<file path="src/rtl/gmm_pkg.sv">
// gmm_pkg: shared types and constants of the group median/mean combiner.
// Holds the controller/datapath command and status structs and register codes.
// No dependencies.
`default_nettype none

package gmm_pkg;

    localparam int THRESH_W = 32;
    localparam int MIN_W    = 7;
    localparam int CFG_W    = 32;
    localparam int CFG_IDX_W = 2;

    localparam logic [CFG_IDX_W-1:0] REG_METHOD    = 2'd0;
    localparam logic [CFG_IDX_W-1:0] REG_MIN_GOOD  = 2'd1;
    localparam logic [CFG_IDX_W-1:0] REG_THRESHOLD = 2'd2;

    localparam logic                       METHOD_RESET = 1'b0;
    localparam logic [MIN_W-1:0]           MIN_RESET    = '0;
    localparam logic signed [THRESH_W-1:0] THRESH_RESET = -32'sd655360000;

    localparam logic METHOD_MEDIAN = 1'b0;
    localparam logic METHOD_MEAN   = 1'b1;

    typedef struct packed {
        logic ingest;
        logic load_missing;
        logic med_step;
        logic div_start;
        logic div_step;
        logic div_fix;
        logic clear;
    } gmm_cmd_t;

    typedef struct packed {
        logic last;
        logic missing;
        logic mean_sel;
        logic med_last;
        logic div_last;
    } gmm_status_t;

endpackage

`default_nettype wire

</file>
<file path="src/rtl/gmm_ctrl.sv">
// gmm_ctrl: group sequencer for the combiner.
// Drives gmm_dpath through gmm_cmd_t; uses gmm_pkg.
`default_nettype none

module gmm_ctrl
    import gmm_pkg::*;
(
    input  wire logic        clk,
    input  wire logic        rst_n,
    input  wire logic        in_valid,
    output logic             in_stall,
    output logic             out_valid,
    input  wire logic        out_stall,
    input  wire gmm_status_t status,
    output gmm_cmd_t         cmd
);

    localparam logic [2:0] ST_COLLECT = 3'd0;
    localparam logic [2:0] ST_EVAL    = 3'd1;
    localparam logic [2:0] ST_MEDIAN  = 3'd2;
    localparam logic [2:0] ST_DIV     = 3'd3;
    localparam logic [2:0] ST_SIGN    = 3'd4;
    localparam logic [2:0] ST_OUT     = 3'd5;

    logic [2:0] state_reg, state_next;

    always_comb
    begin
        state_next = state_reg;
        cmd        = '0;
        in_stall   = 1'b1;
        out_valid  = 1'b0;
        case (state_reg)
            ST_COLLECT:
            begin
                in_stall   = 1'b0;
                cmd.ingest = in_valid;
                if (in_valid && status.last)
                begin
                    state_next = ST_EVAL;
                end
            end
            ST_EVAL:
            begin
                if (status.missing)
                begin
                    cmd.load_missing = 1'b1;
                    state_next       = ST_OUT;
                end
                else if (status.mean_sel)
                begin
                    cmd.div_start = 1'b1;
                    state_next    = ST_DIV;
                end
                else
                begin
                    state_next = ST_MEDIAN;
                end
            end
            ST_MEDIAN:
            begin
                cmd.med_step = 1'b1;
                if (status.med_last)
                begin
                    state_next = ST_OUT;
                end
            end
            ST_DIV:
            begin
                cmd.div_step = 1'b1;
                if (status.div_last)
                begin
                    state_next = ST_SIGN;
                end
            end
            ST_SIGN:
            begin
                cmd.div_fix = 1'b1;
                state_next  = ST_OUT;
            end
            ST_OUT:
            begin
                out_valid = 1'b1;
                if (!out_stall)
                begin
                    cmd.clear  = 1'b1;
                    state_next = ST_COLLECT;
                end
            end
            default:
            begin
                state_next = ST_COLLECT;
            end
        endcase
    end

    always_ff @(posedge clk or negedge rst_n)
    begin
        if (!rst_n)
        begin
            state_reg <= ST_COLLECT;
        end
        else
        begin
            state_reg <= state_next;
        end
    end

    a_no_in_during_out: assert property (@(posedge clk) disable iff (!rst_n)
        out_valid |-> in_stall)
        else $error("request accepted while result pending");

    a_last_to_eval: assert property (@(posedge clk) disable iff (!rst_n)
        (in_valid && !in_stall && status.last) |=> (state_reg == ST_EVAL))
        else $error("group end not evaluated");

    a_sign_to_out: assert property (@(posedge clk) disable iff (!rst_n)
        (state_reg == ST_SIGN) |=> out_valid)
        else $error("mean result not presented");

    a_missing_direct: assert property (@(posedge clk) disable iff (!rst_n)
        (state_reg == ST_EVAL && status.missing) |=> (out_valid && $stable(status.missing)))
        else $error("missing result path broken");

endmodule

`default_nettype wire

</file>
<file path="config.mk">
export PLATFORM = sky130hd
export DESIGN_NAME = gmm_ctrl
export DESIGN_NICKNAME = d
export VERILOG_FILES = /design/src/rtl/gmm_pkg.sv /design/src/rtl/gmm_ctrl.sv
export SDC_FILE = /design/constraint.sdc
export NUM_CORES = 1
export LEC_CHECK = 0
export ABC_AREA = 1
export ABC_CLOCK_PERIOD_IN_PS = 1200
export BUFFER_PORTS_ARGS = -buffer_cell sky130_fd_sc_hd__buf_2
export CAP_MARGIN = 20
export CORE_AREA = 2 2 39 41
export DETAILED_ROUTE_END_ITERATION = 10
export DIE_AREA = 0 0 41 43
export PLACE_DENSITY = 0.56
export SLEW_MARGIN = 0
export SYNTH_ARGS = -nofsm -noshare
export SYNTH_HDL_FRONTEND = slang
export SYNTH_SLANG_ARGS = --single-unit
</file>
<file path="constraint.sdc">
create_clock -name clk -period 1.2 [get_ports clk]
set_input_delay 0.18 -clock clk [delete_from_list [all_inputs] [get_ports clk]]
set_output_delay 0.18 -clock clk [all_outputs]
set_load 0.05 [all_outputs]
</file>
==> Word-level counts from Yosys, hierarchy flattened <==
Index checks and enable logic that the tools add are counted.
W data, S select, Z words.
{ "word_totals": {"regBits": 3, "output_inout_bits": 9, "mem_bits_ro": 0, "elab_cells": 33, "memories": 0, "latchBits": 0, "mem_bits_rw": 0} }
{ "op_classes": {"reduce_logical": 3, "muxes": 20, "n_lt_le_gt_ge": 0, "bitwise": 0, "eq_ne": 9, "shift": 0, "div": 0, "multipliers": 0, "addsub": 0} }
{ "ops": {"columns": ["op", "count"], "rows": [
  ["$pmux W3 S6", 1],
  ["$mux W3", 5],
  ["$mux W1", 14],
  ["$ne A2 B2 Y1 const B", 4],
  ["$eq A3 B2 Y1 const B", 2],
  ["$eq A3 B3 Y1 const B", 2],
  ["$reduce_and A4 Y1", 1],
  ["$eq A3 B1 Y1 const B", 1],
  ["$logic_not A3 Y1", 1],
  ["$logic_and A1 B1 Y1", 1]
]} }

==> Logic depth before layout (Yosys ltp) <==
{ "depth": {"depth_word": 3, "depth_mapped": 8} }

==> Worst setup path after synthesis <==
OpenSTA, ideal clock, no wires.
{ "synth_timing": {"kind": "register to output", "from": "reg state_reg[1]", "to": "out cmd[0] (netlist bit)", "n_path_buf": 1, "required_time_ps": 1020, "setup_slack_ps": -1017, "stages_incl_launch_ff": 3, "arrival_time_ps": 2037, "path_cell_list": "dfrtp_1 > buf_6 > nor4_1"} }
{ "synth_lines": {"columns": ["element", "line", "text"], "rows": [
  ["from (decl)", "gmm_ctrl.sv:25", "logic [2:0] state_reg, state_next;"],
  ["from (signal assigned)", "gmm_ctrl.sv:105", "state_reg <= state_next;"],
  ["to (decl)", "gmm_ctrl.sv:15", "output gmm_cmd_t cmd"]
]} }

==> results.md <==
- The fraction of final layout cells with drive strength greater than 1 is 70.13%.
- For the worst setup path, the data arrival time is 1.29 ns.
- In the post-route analysis, the smallest setup slack over all paths is -0.2657 ns.
- Along the worst path, the maximum fanout reaches 7.
- In this run the worst hold path is classified as in2async.
- The level count of the clock H-tree is 1.
- For this run, the top clock speed supported by timing is 0.6823 GHz.
- The initial antenna violation count is 0.
- The cell type with the largest total area after synthesis is sky130_fd_sc_hd__dfrtp_1.
- The floorplan row count is 14.
- The number of global-route vias before repair is 400.
- The compound-cell area share of the yosys netlist is 10.87%.
- The post-synthesis area per instance is 6.256 um2.
- Across the run, the number of max-cap violations was 0.
- The type of element launching the critical path is a register.
- The core region is 1384 um2.
- The leakage power is approximately 0.00034 uW.
- Measured on the finished design, the core utilization comes to 51.09%.
- After clock tree synthesis, the clock-pin slew on the worst setup and hold paths is 0.04 ns.
- During synthesis, Yosys emitted a total of 0 warnings.
- The instance area at placement is 558.0 um2.
- The later-pin clock latency in the skew report is about 0.24 ns.
- The detail-routed via count per cell is 4.172.
- The first global-routing pass estimated 1.600 mm of wire.
- The total iterations of the first detailed-routing run is 2.
- The tree built by TritonCTS fans out to 3 sinks.
- After detailed routing, the average wire length per cell comes to 9.452 um.
- The TritonCTS buffer count is 3.
- In this run the cell area of the synthesized design comes to between 200 and 300 um2.
- The number of nets handed over by synthesis was 55.
- The final weighted congestion of routability-driven global placement is 0.7342.
- By area the synthesized netlist is led by sky130_fd_sc_hd__dfrtp_1 26%, sky130_fd_sc_hd__nand2_1 14%, sky130_fd_sc_hd__o21ai_1 7.0%.
- Buffers placed on the I/O ports in this run total 17.
- The maximum number of pins on one net before global-route repair is 8.
- The pre-CTS setup slack is -0.1237 ns.
- Once detail routing completed, the nets flagged for antenna violations numbered 0.
- The worst clock skew on the final layout is 0.001718 ns.
- The worst path in the final design needs a cycle of 1.466 ns, including I/O delays and setup.
- The number of antenna cells inserted is 0.
- The required time of the critical path is 1.02 ns.
- The register with the most flip-flops in the layout has 3 of them.
- After synthesis, the largest area contributor takes up between 20% and 30% of total cell area.
- For the final routed database, the setup TNS stands at -1.648 ns.
- The via total after detailed routing is 388.
- In this run the count of I/O pins placed on the die edge is 18.
- Setup repair after global routing could not meet its margin everywhere.
- After Yosys synthesis, and, or, nand and nor cells account for 44.78% of the synthesized area.
- The count of final hold-check violations is 0.
- After the last flow step, the layout net total stands at 87.
- The number of max-slew violations in the final report is 0.
- Global routing used a little over an eighth of the available tracks across all layers.
- The run finished, with violations left.
- The kind of end point of the critical path is an output pin.
- Ranked by instance count, the synthesized netlist is headed by 11 x sky130_fd_sc_hd__nand2_1, 5 x sky130_fd_sc_hd__inv_1, 4 x sky130_fd_sc_hd__inv_2, 4 x sky130_fd_sc_hd__nor2_1, 4 x sky130_fd_sc_hd__o21ai_1.
- The root buffer cell is sky130_fd_sc_hd__clkbuf_4.
- After synthesis, the share of cell area in mux cells is 0%.
- The die covers 1763 um2.
- Measured against its own limit, the worst slew margin works out to between 80% and 90%.
- The synthesized netlist devotes 0% of its cell area to adder and majority cells.
- In this run, distinct cell masters in the synthesized netlist total 16.
- The synthesized-area fraction occupied by xor and xnor cells is 0%.
- Synthesis handed over a netlist of 46 instances.
- Setup violations remaining at the end of the flow were counted as 9.
- The start-to-end type of the worst setup path is reg2out.
- Of all flip-flops after synthesis, the portion carrying an async set or reset was 100.0%.
- The largest family of logic cells by synthesized area is simple AND/OR/NAND/NOR gates.
- For this run, design rule violations remaining after detail routing come to 0.
- The die is approximately 41 um wide.
- The final cycle utilization of the critical path is 122.1%.
- The post-route cell area is 706.9 um2.
- The area growth from synthesis to layout is 145.7%.
- In this run the power density over the cells is slightly below 3000 nW/um2.
- At the pin with the least slew margin, the transition time is 0.2062 ns.
- Of the synthesized area, sequential elements account for 26.09%.
- The number of flops mapped to enable cells by yosys is 0.
- The initial DRC count is 3.
- The main flop type after synthesis is sky130_fd_sc_hd__dfrtp_1.
- The estimated wirelength of the detail-placed design is 672.6 um.
- The maximum resistive drop on vdd is between 1000 and 1500 uV.
- For this block, the routed nets add up to 879 um of wire.
- The number of buffers on the longest clock path is 2.
- The chip height is 43 um.
- Global routing finished with a remaining overflow of 0.
- Fill cells in the final layout number 141.
- The checks that failed: setup timing.
- The effective utilization at floorplan is 20.80%.
- TritonCTS built the clock tree.
- The most frequent cell after synthesis is sky130_fd_sc_hd__nand2_1.
- The number of synthesized register bits is 3.
per-stage QoR:
stage	hold slack, ns	power [uW]	instances
after floorplan	-0.1156	1220	46
after global routing	0.2741	2201	93
final	0.2666	2049	93
after CTS	0.2699	2041	93
after global placement	-0.02371	1589	86
after detailed placement	-0.02314	1589	86
critical path, stage by stage (launching register included):
cell and delay, ns:
sky130_fd_sc_hd__dfrtp_2 0.44, sky130_fd_sc_hd__buf_12 0.16, sky130_fd_sc_hd__nor4_4 0.26, sky130_fd_sc_hd__buf_6 0.19
layout by cell type, fill, tap and decap left out:
cell                             n
sky130_fd_sc_hd__inv_1           5
sky130_fd_sc_hd__nand2_2         3
sky130_fd_sc_hd__o21ai_1         4
sky130_fd_sc_hd__nand3_1         1
sky130_fd_sc_hd__inv_6           2
sky130_fd_sc_hd__clkbuf_4        3
sky130_fd_sc_hd__nand2_1         8
sky130_fd_sc_hd__nand4_1         1
sky130_fd_sc_hd__o21bai_2        1
sky130_fd_sc_hd__inv_2           1
sky130_fd_sc_hd__buf_8           1
sky130_fd_sc_hd__buf_2           8
sky130_fd_sc_hd__nor2_1          2
sky130_fd_sc_hd__dlygate4sd3_1   1
sky130_fd_sc_hd__nor4_4          2
sky130_fd_sc_hd__inv_4           1
sky130_fd_sc_hd__dfrtp_2         3
sky130_fd_sc_hd__buf_4           5
sky130_fd_sc_hd__buf_12          1
sky130_fd_sc_hd__clkbuf_1        1
sky130_fd_sc_hd__buf_6          13
sky130_fd_sc_hd__nand3_2         2
sky130_fd_sc_hd__nor3_4          3
sky130_fd_sc_hd__nor2_4          4
sky130_fd_sc_hd__nand2_4         1
area by class of cell:
| type | instances | area [um2] | area share, % |
|---|---|---|---|
| clock buffers | 4 | 26.28 | 3.717 |
| repair buffers | 29 | 269.0 | 38.05 |
| inverters | 9 | 46.29 | 6.549 |
| well taps | 16 | 20.02 | 2.832 |
| flip-flops and latches | 3 | 78.83 | 11.15 |
| multi-input cells | 32 | 266.5 | 37.70 |
metal layers:
layer	part of all wire [%]	global-route usage, %
met1	41	16.94
met2	53	20.00
met3	5.7	8.377
met4	0	0.6667
met5	0	0
power breakdown:
group	switching [uW]	internal [uW]	leakage (uW)
Combinational	921	697	0.000290
Sequential	89.4	158	0.0000336
Clock	58.2	125	0.0000150
repair_timing:
action	CTS	global route
endpoints found under the setup margin	12	12
pin swaps	7	2
resized for setup	26	5
endpoints found under the hold margin	3	0
setup buffers	2	0
hold buffers	1	0
logic make-up after synthesis:
kind of cell / Yosys count
AND/OR/NAND/NOR: 27
buffers and inverters: 11
AO/OA/AOI/OAI: 5
flip-flops: 3
worst paths after layout:
path	startpoint	to	slack, ns	cells after the start
setup / recovery	state_reg[1]	cmd[5]	-0.27	3
hold reg to reg	state_reg[1]	state_reg[1]	0.58	2
setup reg to reg	state_reg[1]	state_reg[1]	0.05	7
min in group clk	status[2]	state_reg[0]	0.34	5
hold / removal	rst_n	state_reg[2]	0.27	2
max in group asynchronous	rst_n	state_reg[0]	0.82	2
Note: power is estimated with default switching activity, not from simulation.
